--- src/rtl/fpis_pkg.sv ---
`default_nettype none
package fpis_pkg;

  localparam logic OP_ADD = 1'b0;
  localparam logic OP_RUN = 1'b1;

  localparam logic STATUS_GOOD = 1'b0;
  localparam logic STATUS_FULL = 1'b1;

  typedef struct packed {
    logic        opcode;
    logic [31:0] now_tick;
    logic [31:0] task_interval;
    logic [7:0]  task_priority;
    logic        has_handler;
  } in_t;

  typedef struct packed {
    logic        status;
    logic        task_selected;
    logic [3:0]  task_index;
    logic [31:0] idle_total;
  } out_t;

  // One table entry as held in a cell.
  typedef struct packed {
    logic [31:0] interval;
    logic [7:0]  prio;
    logic [31:0] last_run;
    logic        handler;
  } entry_t;

  // Best candidate so far, passed down the chain.
  typedef struct packed {
    logic       found;
    logic [7:0] prio;
    logic       handler;
  } cand_t;

  typedef enum logic [1:0] {
    S_IDLE,
    S_ADD,
    S_SCAN
  } state_t;

endpackage
`default_nettype wire

--- src/rtl/fpis_cell.sv ---
`default_nettype none
module fpis_cell #(
  parameter int IW  = 4,
  parameter int IDX = 0
) (
  input  wire logic            clk,
  input  wire logic            rst,
  input  wire logic            active,
  input  wire logic [31:0]     now_tick,
  input  wire logic            wr_en,
  input  wire logic [IW-1:0]   wr_idx,
  input  wire fpis_pkg::entry_t wr_entry,
  input  wire logic            upd_en,
  input  wire logic [IW-1:0]   upd_idx,
  input  wire fpis_pkg::cand_t cand_in,
  input  wire logic [IW-1:0]   idx_in,
  output fpis_pkg::cand_t      cand_out,
  output logic [IW-1:0]        idx_out
);
  import fpis_pkg::*;

  entry_t      entry;
  logic [31:0] due;
  logic        ready;
  logic        take;

  assign due   = entry.last_run + entry.interval;
  assign ready = active && (due <= now_tick);
  // Strict compare keeps the earlier cell on a priority tie.
  assign take  = ready && (!cand_in.found || (entry.prio < cand_in.prio));

  always_ff @(posedge clk) begin
    if (wr_en && (wr_idx == IW'(IDX))) begin
      entry <= wr_entry;
    end else if (upd_en && (upd_idx == IW'(IDX))) begin
      entry.last_run <= now_tick;
    end
  end

  always_ff @(posedge clk) begin
    if (rst) begin
      cand_out <= '0;
      idx_out  <= '0;
    end else if (take) begin
      cand_out.found   <= 1'b1;
      cand_out.prio    <= entry.prio;
      cand_out.handler <= entry.handler;
      idx_out          <= IW'(IDX);
    end else begin
      cand_out <= cand_in;
      idx_out  <= idx_in;
    end
  end

endmodule
`default_nettype wire

--- src/rtl/fixed_priority_interval_scheduler.sv ---
// Add transaction: once accepted, the result is loaded from S_ADD when the output is free.
// Run transaction: the result is loaded from S_SCAN once the scan count reaches MAX_TASKS
// and the output is free. The candidate walks the cell chain one cell per cycle.
// One transaction at a time; the next is accepted in the cycle after the result is
// loaded, even while that result still waits at the output.
// Reset (rst, synchronous): empty table, idle with zero idle time, output empty.
`default_nettype none
module fixed_priority_interval_scheduler #(
  parameter int MAX_TASKS = 16
) (
  input  wire logic          clk,
  input  wire logic          rst,
  input  wire logic          in_valid,
  output logic               in_stall,
  input  wire fpis_pkg::in_t in_item,
  output logic               out_valid,
  input  wire logic          out_stall,
  output fpis_pkg::out_t     out_item
);
  import fpis_pkg::*;

  localparam int IW = (MAX_TASKS > 1) ? $clog2(MAX_TASKS) : 1;
  localparam int CW = $clog2(MAX_TASKS + 1);

  state_t      state;
  state_t      state_next;
  in_t         req;
  logic [CW-1:0] task_count;
  logic [CW-1:0] scan_cnt;
  logic        idle_flag;
  logic [31:0] idle_start;
  logic [31:0] idle_sum;

  logic        idle_flag_next;
  logic [31:0] idle_start_next;
  logic [31:0] idle_sum_next;
  logic        in_accept;
  logic        out_free;
  logic        out_load;
  out_t        out_next;
  logic        add_wr;
  logic        upd_en;
  logic        scan_done;
  logic        table_full;
  entry_t      wr_entry;

  cand_t          cand [MAX_TASKS+1];
  logic [IW-1:0]  cidx [MAX_TASKS+1];
  logic [MAX_TASKS-1:0] active;
  logic [IW+3:0]  idx_ext;

  assign in_accept  = in_valid && !in_stall;
  assign out_free   = !out_valid || !out_stall;
  assign scan_done  = (scan_cnt == CW'(MAX_TASKS));
  assign table_full = (task_count >= CW'(MAX_TASKS));
  assign idx_ext    = {4'b0000, cidx[MAX_TASKS]};

  assign wr_entry.interval = req.task_interval;
  assign wr_entry.prio     = req.task_priority;
  assign wr_entry.last_run = req.now_tick;
  assign wr_entry.handler  = req.has_handler;

  assign cand[0] = '0;
  assign cidx[0] = '0;

  for (genvar i = 0; i < MAX_TASKS; i++) begin : g_cell
    assign active[i] = (task_count > CW'(i));
    fpis_cell #(
      .IW  (IW),
      .IDX (i)
    ) u_cell (
      .clk      (clk),
      .rst      (rst),
      .active   (active[i]),
      .now_tick (req.now_tick),
      .wr_en    (add_wr),
      .wr_idx   (task_count[IW-1:0]),
      .wr_entry (wr_entry),
      .upd_en   (upd_en),
      .upd_idx  (cidx[MAX_TASKS]),
      .cand_in  (cand[i]),
      .idx_in   (cidx[i]),
      .cand_out (cand[i+1]),
      .idx_out  (cidx[i+1])
    );
  end

  always_ff @(posedge clk) begin
    if (rst) begin
      state <= S_IDLE;
    end else begin
      state <= state_next;
    end
  end

  always_comb begin
    state_next      = state;
    in_stall        = (state != S_IDLE);
    out_load        = 1'b0;
    add_wr          = 1'b0;
    upd_en          = 1'b0;
    out_next        = '0;
    idle_flag_next  = idle_flag;
    idle_start_next = idle_start;
    idle_sum_next   = idle_sum;
    case (state)
      S_IDLE: begin
        if (in_valid) begin
          state_next = (in_item.opcode == OP_ADD) ? S_ADD : S_SCAN;
        end
      end
      S_ADD: begin
        if (out_free) begin
          out_load   = 1'b1;
          state_next = S_IDLE;
          if (table_full) begin
            out_next.status = STATUS_FULL;
          end else begin
            add_wr = 1'b1;
          end
          out_next.idle_total = idle_sum;
        end
      end
      S_SCAN: begin
        if (scan_done && out_free) begin
          out_load   = 1'b1;
          state_next = S_IDLE;
          if (cand[MAX_TASKS].found) begin
            if (idle_flag) begin
              idle_flag_next = 1'b0;
              idle_sum_next  = idle_sum + (req.now_tick - idle_start);
            end
            upd_en                 = cand[MAX_TASKS].handler;
            out_next.task_selected = 1'b1;
            out_next.task_index    = idx_ext[3:0];
          end else begin
            idle_start_next = req.now_tick;
            idle_flag_next  = 1'b1;
          end
          out_next.status     = STATUS_GOOD;
          out_next.idle_total = idle_sum_next;
        end
      end
      default: begin
        state_next = S_IDLE;
      end
    endcase
  end

  always_ff @(posedge clk) begin
    if (in_accept) begin
      req <= in_item;
    end
  end

  always_ff @(posedge clk) begin
    if (rst) begin
      task_count <= '0;
      scan_cnt   <= '0;
      idle_flag  <= 1'b1;
      idle_start <= '0;
      idle_sum   <= '0;
    end else begin
      if (add_wr) begin
        task_count <= task_count + CW'(1);
      end
      // Restart the chain count on every new transaction.
      if (in_accept) begin
        scan_cnt <= '0;
      end else if ((state == S_SCAN) && !scan_done) begin
        scan_cnt <= scan_cnt + CW'(1);
      end
      idle_flag  <= idle_flag_next;
      idle_start <= idle_start_next;
      idle_sum   <= idle_sum_next;
    end
  end

  always_ff @(posedge clk) begin
    if (rst) begin
      out_valid <= 1'b0;
    end else if (out_load) begin
      out_valid <= 1'b1;
    end else if (!out_stall) begin
      out_valid <= 1'b0;
    end
  end

  always_ff @(posedge clk) begin
    if (out_load) begin
      out_item <= out_next;
    end
  end

  assert property (@(posedge clk) disable iff (rst)
    task_count <= CW'(MAX_TASKS))
    else $error("task count beyond table size");

  assert property (@(posedge clk) disable iff (rst)
    (out_load && cand[MAX_TASKS].found && (state == S_SCAN)) |->
      ((CW+IW)'(cidx[MAX_TASKS]) < (CW+IW)'(task_count)))
    else $error("selected task outside the filled table");

  assert property (@(posedge clk) disable iff (rst)
    (out_load && (state == S_ADD) && out_next.status == STATUS_FULL) |->
      (task_count == CW'(MAX_TASKS)))
    else $error("full status with room left");

  assert property (@(posedge clk) disable iff (rst)
    $rose(out_valid) |-> ($past(state) != S_IDLE))
    else $error("result loaded without a transaction in work");

endmodule
`default_nettype wire

--- config.mk ---
export PLATFORM = sky130hd
export DESIGN_NAME = fixed_priority_interval_scheduler
export DESIGN_NICKNAME = d
export VERILOG_FILES = /design/src/rtl/fpis_pkg.sv /design/src/rtl/fpis_cell.sv /design/src/rtl/fixed_priority_interval_scheduler.sv
export SDC_FILE = /design/constraint.sdc
export NUM_CORES = 2
export LEC_CHECK = 0
export BUFFER_PORTS_ARGS = -buffer_cell sky130_fd_sc_hd__buf_4
export CAP_MARGIN = 20
export CORE_MARGIN = 2
export CORE_UTILIZATION = 63
export CTS_CLUSTER_DIAMETER = 50
export DETAILED_ROUTE_END_ITERATION = 8
export GPL_ROUTABILITY_DRIVEN = 0
export PLACE_DENSITY = 0.8
export SLEW_MARGIN = 20
export SYNTH_ARGS = -nofsm -noshare
export SYNTH_HDL_FRONTEND = slang
export SYNTH_SLANG_ARGS = --single-unit
export TNS_END_PERCENT = 50
--- constraint.sdc ---
create_clock -name clk -period 6.7 [get_ports clk]
set_clock_uncertainty 0.05 [all_clocks]
set_input_delay 0.335 -clock clk [delete_from_list [all_inputs] [get_ports clk]]
set_output_delay 0.335 -clock clk [all_outputs]
set_load 0.03 [all_outputs]
**Word-level counts from Yosys, hierarchy flattened**

Cells that the tools add are included.

- Register bits: 1558
- Word-level logic and storage cells: 486
- Input bits: 78
- Output and inout bits: 40

- Reductions and logical operators: 138
- Bitwise logic cells: 2
- Equal/unequal tests: 37
- Add/sub/neg operators: 20
- $lt $le $gt $ge: 48
- Mux-type cells: 89

Operators with widths:

| kind | count |
|---|---|
| 32-bit two-way mux | 36 |
| 32-bit adder | 17 |
| 32-bit <= comparator | 16 |
| 10-bit two-way mux | 16 |
| 8-bit < comparator | 15 |
| 1-bit logical AND | 66 |
| 4-bit == test, second input constant | 16 |
| 32-bit one-hot mux with 2 select lines | 1 |
| 5-bit by 4-bit > comparator with 1-bit output, second input constant | 8 |
| 2-bit nonzero test | 17 |
| 4-bit by 3-bit == test with 1-bit output, second input constant | 8 |
| 4-bit two-way mux | 8 |
| 32-bit subtractor | 1 |
| 2-bit OR reduction | 13 |
| 5-bit by 3-bit > comparator with 1-bit output, second input constant | 4 |
| 1-bit zero test | 19 |
| 4-bit by 2-bit == test with 1-bit output, second input constant | 4 |
| 1-bit logical OR | 16 |
| 1-bit two-way mux | 14 |
| 2-bit two-way mux | 6 |
| 3-bit two-way mux | 4 |
| 5-bit by 1-bit adder with 5-bit output, second input constant | 2 |
| 5-bit by 1-bit > comparator with 1-bit output, second input constant | 2 |
| 5-bit by 2-bit > comparator with 1-bit output, second input constant | 2 |
| other kinds (15) | 23 |

**Depth between registers and ports, before layout**

- Word-level depth: 8
- Gate-level depth with buffers: 23
- Depth with buffers taken out: 22

**Cells and area by module**

A second synthesis with hierarchy kept.

- Cell total of the unflattened synthesis: 10196
- Area, all modules: 101810.1 µm²

By module, submodules not included:

| module | instances | seq. area each (µm²) | cells an instance | area each (µm²) |
|---|---|---|---|---|
| fpis_cell at g_cell[1].u_cell ... | 2 | 2472.4 | 592 | 5849.4 |
| fpis_cell at g_cell[10].u_cell ... | 2 | 2472.4 | 570 | 5773.0 |
| fpis_cell at g_cell[6].u_cell ... | 2 | 2472.4 | 564 | 5715.5 |
| fpis_cell at g_cell[13].u_cell ... | 2 | 2472.4 | 575 | 5705.5 |
| fixed_priority_interval_scheduler | 1 | 4894.7 | 999 | 9795.6 |
| fpis_cell at g_cell[4].u_cell | 1 | 2472.4 | 592 | 5850.6 |
| fpis_cell at g_cell[3].u_cell | 1 | 2472.4 | 573 | 5768.0 |
| fpis_cell at g_cell[15].u_cell | 1 | 2472.4 | 572 | 5756.8 |
| fpis_cell at g_cell[12].u_cell | 1 | 2472.4 | 575 | 5724.2 |
| fpis_cell at g_cell[7].u_cell | 1 | 2472.4 | 567 | 5718.0 |
| fpis_cell at g_cell[8].u_cell | 1 | 2472.4 | 564 | 5711.7 |
| fpis_cell at g_cell[11].u_cell | 1 | 2472.4 | 578 | 5710.5 |
| fpis_cell at g_cell[0].u_cell | 1 | 2472.4 | 574 | 5688.0 |

**Worst setup path before layout**

No wires, ideal clock.

- Path type: reg-to-reg
- From: register g_cell[8].u_cell.entry[4] in the netlist's numbering
- To: register g_cell[8].u_cell.cand_out[1] in the netlist's numbering
- Path slack: 1.994 ns
- Data required time: 6.518 ns
- Period minus slack after synthesis: 4.706 ns
- Arrival time: 4.523 ns
- Stages on the path, launching flop included: 22
- Path buffers: 1
- Setup time: 0.132 ns
- Path through: edfxtp_1 ha_1 nand3_1 o22ai_1 o311ai_0 a2111oi_0 o22ai_1 o211a_1 o21bai_1 a21oi_1 xnor2_1 ha_1 a21o_1 a21o_1 a21oi_1 o21ai_0 a2111oi_0 a31oi_1 a221o_1 clkbuf_1 o21ai_0 a21oi_1

- Longest elaborated chain between the ends: 5

RTL lines:

| item | RTL line | text |
|---|---|---|
| start: declaration | fpis_cell.sv:22 | `entry_t entry;` |
| start signal: assignment | fpis_cell.sv:34 | `entry <= wr_entry;` |
| 32-bit adder | fpis_cell.sv:27 | `assign due = entry.last_run + entry.interval;` |
| 32-bit <= comparator | fpis_cell.sv:28 | `assign ready = active && (due <= now_tick);` |
| 1-bit logical AND | fpis_cell.sv:28 |  |
| 1-bit logical AND | fpis_cell.sv:30 | `assign take = ready && (!cand_in.found \|\| (entry.prio < cand_in.prio));` |
| 10-bit two-way mux | fpis_cell.sv:44 | `end else if (take) begin` |
| end signal: assignment | fpis_cell.sv:50 | `cand_out <= cand_in;` |
| end: declaration | fpis_cell.sv:17 | `output fpis_pkg::cand_t cand_out,` |

Every way passes these cells.
A chain may end at the register's enable or synchronous reset.

**Worst setup path after layout**

- From: register g_cell[14].u_cell.entry[7] in the netlist's numbering
- To: register g_cell[14].u_cell.cand_out[0] in the netlist's numbering

- Longest elaborated chain between the ends: 5

RTL lines:

| item | RTL line |
|---|---|
| start: declaration | fpis_cell.sv:22 |
| start signal: assignment | fpis_cell.sv:34 |
| 32-bit adder | fpis_cell.sv:27 |
| 32-bit <= comparator | fpis_cell.sv:28 |
| 1-bit logical AND | fpis_cell.sv:28 |
| 1-bit logical AND | fpis_cell.sv:30 |
| 10-bit two-way mux | fpis_cell.sv:44 |
| end signal: assignment | fpis_cell.sv:50 |
| end: declaration | fpis_cell.sv:17 |

Every way passes these cells.

==> metrics.yaml <==
cp.arrival_ns: 7.07
worstMarginPinSlew_ns: 1.16
grt_max_degree: 257
tns_ns: 0
cts.hold.buffers_added: 80
cts_tree: "built"
post_cts_buffers: 0
clock-root-buffer: "clkbuf_16"
cts_max_level: 4
floorplan.die.width_um: 384
pre_cts_ws_ns: 0.137
hold_viol: 0
cp_max_fo: 13
syn_inst: 8095
clk_pin_slew_ns: 0.06
yosys.cell_types.count: 103
antenna_left: 0
setup_ws_ns: 0.322
min_path_type: "input pin to flip-flop"
overflow: 0
hpwl_um: 182000
async_reset_ff_frac: 0
grt_usage: 0.349
fin_crit_sh: 0.952
ys.flop_type: "edfxtp_1"
path_delay_family: "compound AO/OA/AOI/OAI gates"
vias_per_cell: 6.57
syn_area_sq_mm: 0.0910
slew_violations: 0
post_cts_resized: 0
die_y_um: 384
p_leak_nw: 41.0
setup-violations-final: 0
path_class: "flip-flop to flip-flop"
placed_cell_area_sq_mm: 0.0953
power_density_mw_per_mm2: 219
antenna_found_initial: 32
cts-buffers-inserted: 176
wl_um: 263000
routedWlPerCell_um: 25.0
cpPeakStageDelay_ns: 0.80
cp-start-kind: "flip-flop"
synth_edf_count: 1279
min_period_ns: 6.38
synth_warnings: 0
synth_top_cell_by_area: "edfxtp_1"
synth.area.top_cells: "edfxtp_1 (42%), ha_1 (16%), dfxtp_1 (6.1%)"
rows: 139
ys_seq_elements: 1558
rsz0062_at_grt: "false"
cp_cell_sequence: "ha_1, and2_1, a31oi_1, and3_1, a21boi_1, o22ai_1, a2111oi_1, buf_4, nor2_1, a31oi_1, o211ai_1, ha_1, nand4_1, nor4_1, a32oi_1, nor3_4, mux2i_1"
path_buf_inv: 1
core_area_sq_mm: 0.143
layout.nets: 9755
cts_buffer_depth: 3
crit_required_ns: 7.39
synth_nets: 9375
vdd_drop_max_uv: 336
crit_path_end_kind: "flip-flop"
routed-via-count: 69200
max-slew-margin-rel: 0.224
grt_pass1_wl_um: 388000
synth.most_common_cell: "edfxtp_1"
final_area_sq_mm: 0.102
drtIter0Drc: 9049
yosysSeqAreaShare: 0.483
grt_pass1_vias: 68600
synth_commonest_cells: "edfxtp_1 (1,279), ha_1 (1,155), a21oi_1 (749), a21o_1 (494), inv_1 (465)"
drc: 0
slowest_stage: "nor4_1"
outcome: "finished clean"
yosysTopAreaCellShare: 0.422
drtPass1Iterations: 9
port_buffers: 117
power.total_mw: 22.4
maxCapViolations: 0
cts.sinks: 1558
io_pins: 118
drive_gt1_frac: 0.0805
avgSynthCellArea_sq_um: 11.2
initial_core_util: 0.635
max_freq_mhz: 157
die_area_sq_mm: 0.148
clk_latency_ns: 0.82
syn2layout_area_growth_pct: 12.3
==> sequential cells by signal, indices dropped and copies added, names as in the netlist <==
register	flops
g_cell.u_cell.entry	1168
g_cell.u_cell.cand_out	152
req	73
g_cell.u_cell.idx_out	49
out_item	38
idle_start	32
idle_sum	32
scan_cnt	5
task_count	5
state	2
idle_flag	1
out_valid	1
==> cell usage in the layout, fill, tap and decap left out, drive strengths merged, types with 21 or more instances in the layout <==
master          n
fa             47
dfxtp         279
nand2b        180
nor3           59
edfxtp       1279
nor2          434
mux2i          83
a31oi          70
nand4         196
a221oi         27
dlygate4sd3    80
and2           56
o211ai         26
a21oi         750
nand3         180
a21o          494
and3           60
o21bai         77
o21ai         425
a211oi         41
nor2b         106
o22ai          24
clkinv         60
clkbuf        222
buf           278
or3            21
xnor2         333
nand2         422
o21a           89
xor2          157
a21boi         26
inv           485
ha           1155
or2            22
o31ai          29
==> per-layer routing <==
metal | global-route usage | up-vias | share of wire
met3 | 0.0724 | 1054 | 0.12
li1 | - | 31200 | -
met5 | 0 | - | 0.000027
met1 | 0.422 | 33000 | 0.35
met4 | 0.241 | 2 | 0.079
met2 | 0.562 | 4027 | 0.45
==> worst reg2reg max path, delay by kind of cell (launching register included) <==
kind | cells | cell delay, ns
simple gates | 6 | 2.30
fa+ha+maj | 2 | 0.65
buf+inv | 1 | 0.23
compound gates | 7 | 2.44
flops | 1 | 0.37
mux | 1 | 0.28
==> layout make-up <==
class / instances / area [sq um]
antenna: 2 / 5.00
clock buffer: 222 / 4780
clock inverter: 107 / 1240
fill: 9537 / 41300
inverter: 465 / 1750
multi-input combinational: 5916 / 45100
sequential: 1558 / 44000
tap: 1903 / 2380
timing repair buffer: 358 / 3020
==> logic make-up (layout without fill, tap and decap cells) <==
logic type	after synthesis	count (layout)	share of synthesized area
simple gates	1821	1821	0.100
flops	1558	1558	0.483
fa+ha+maj	1202	1202	0.169
xor+xnor	490	490	0.0471
mux	83	83	0.00913
compound gates	2320	2320	0.166
other cells	0	2	0
buf+inv	621	1152	0.0259
==> power by group <==
part           internal (mW)  switching, mW  total (mW)
logic                  0.589           1.24        1.83
registers               10.6         0.0852        10.7
clock network           5.79           4.12        9.91
==> metrics by stage <==
| stage | instances | hold WS (ns) | util |
|---|---|---|---|
| 2_1_floorplan | 8095 | 0.356 | - |
| 3_3_place_gp | 10100 | 0.358 | 0.664 |
| 3_5_place_dp | 10100 | 0.365 | 0.664 |
| 4_1_cts | 10500 | 0.133 | 0.711 |
| 5_1_grt | 10500 | 0.151 | 0.713 |
| 6_report | 10500 | 0.168 | 0.713 |
==> final timing paths <==
path	depth (start not counted)	end	startpoint	slack, ns
setup / recovery	17	g_cell[14].u_cell.cand_out[0]$_SDFF_PP0_	g_cell[14].u_cell.entry[7]$_DFFE_PP_	0.32
hold / removal	2	req[16]$_DFFE_PP_	in_item[16]	0.17
setup reg to reg	17	g_cell[14].u_cell.cand_out[0]$_SDFF_PP0_	g_cell[14].u_cell.entry[7]$_DFFE_PP_	0.32
hold reg to reg	1	g_cell[4].u_cell.idx_out[1]$_SDFF_PP0_	g_cell[3].u_cell.idx_out[1]$_SDFF_PP0_	0.37
No activity file was read; power rests on OpenSTA's default activity.
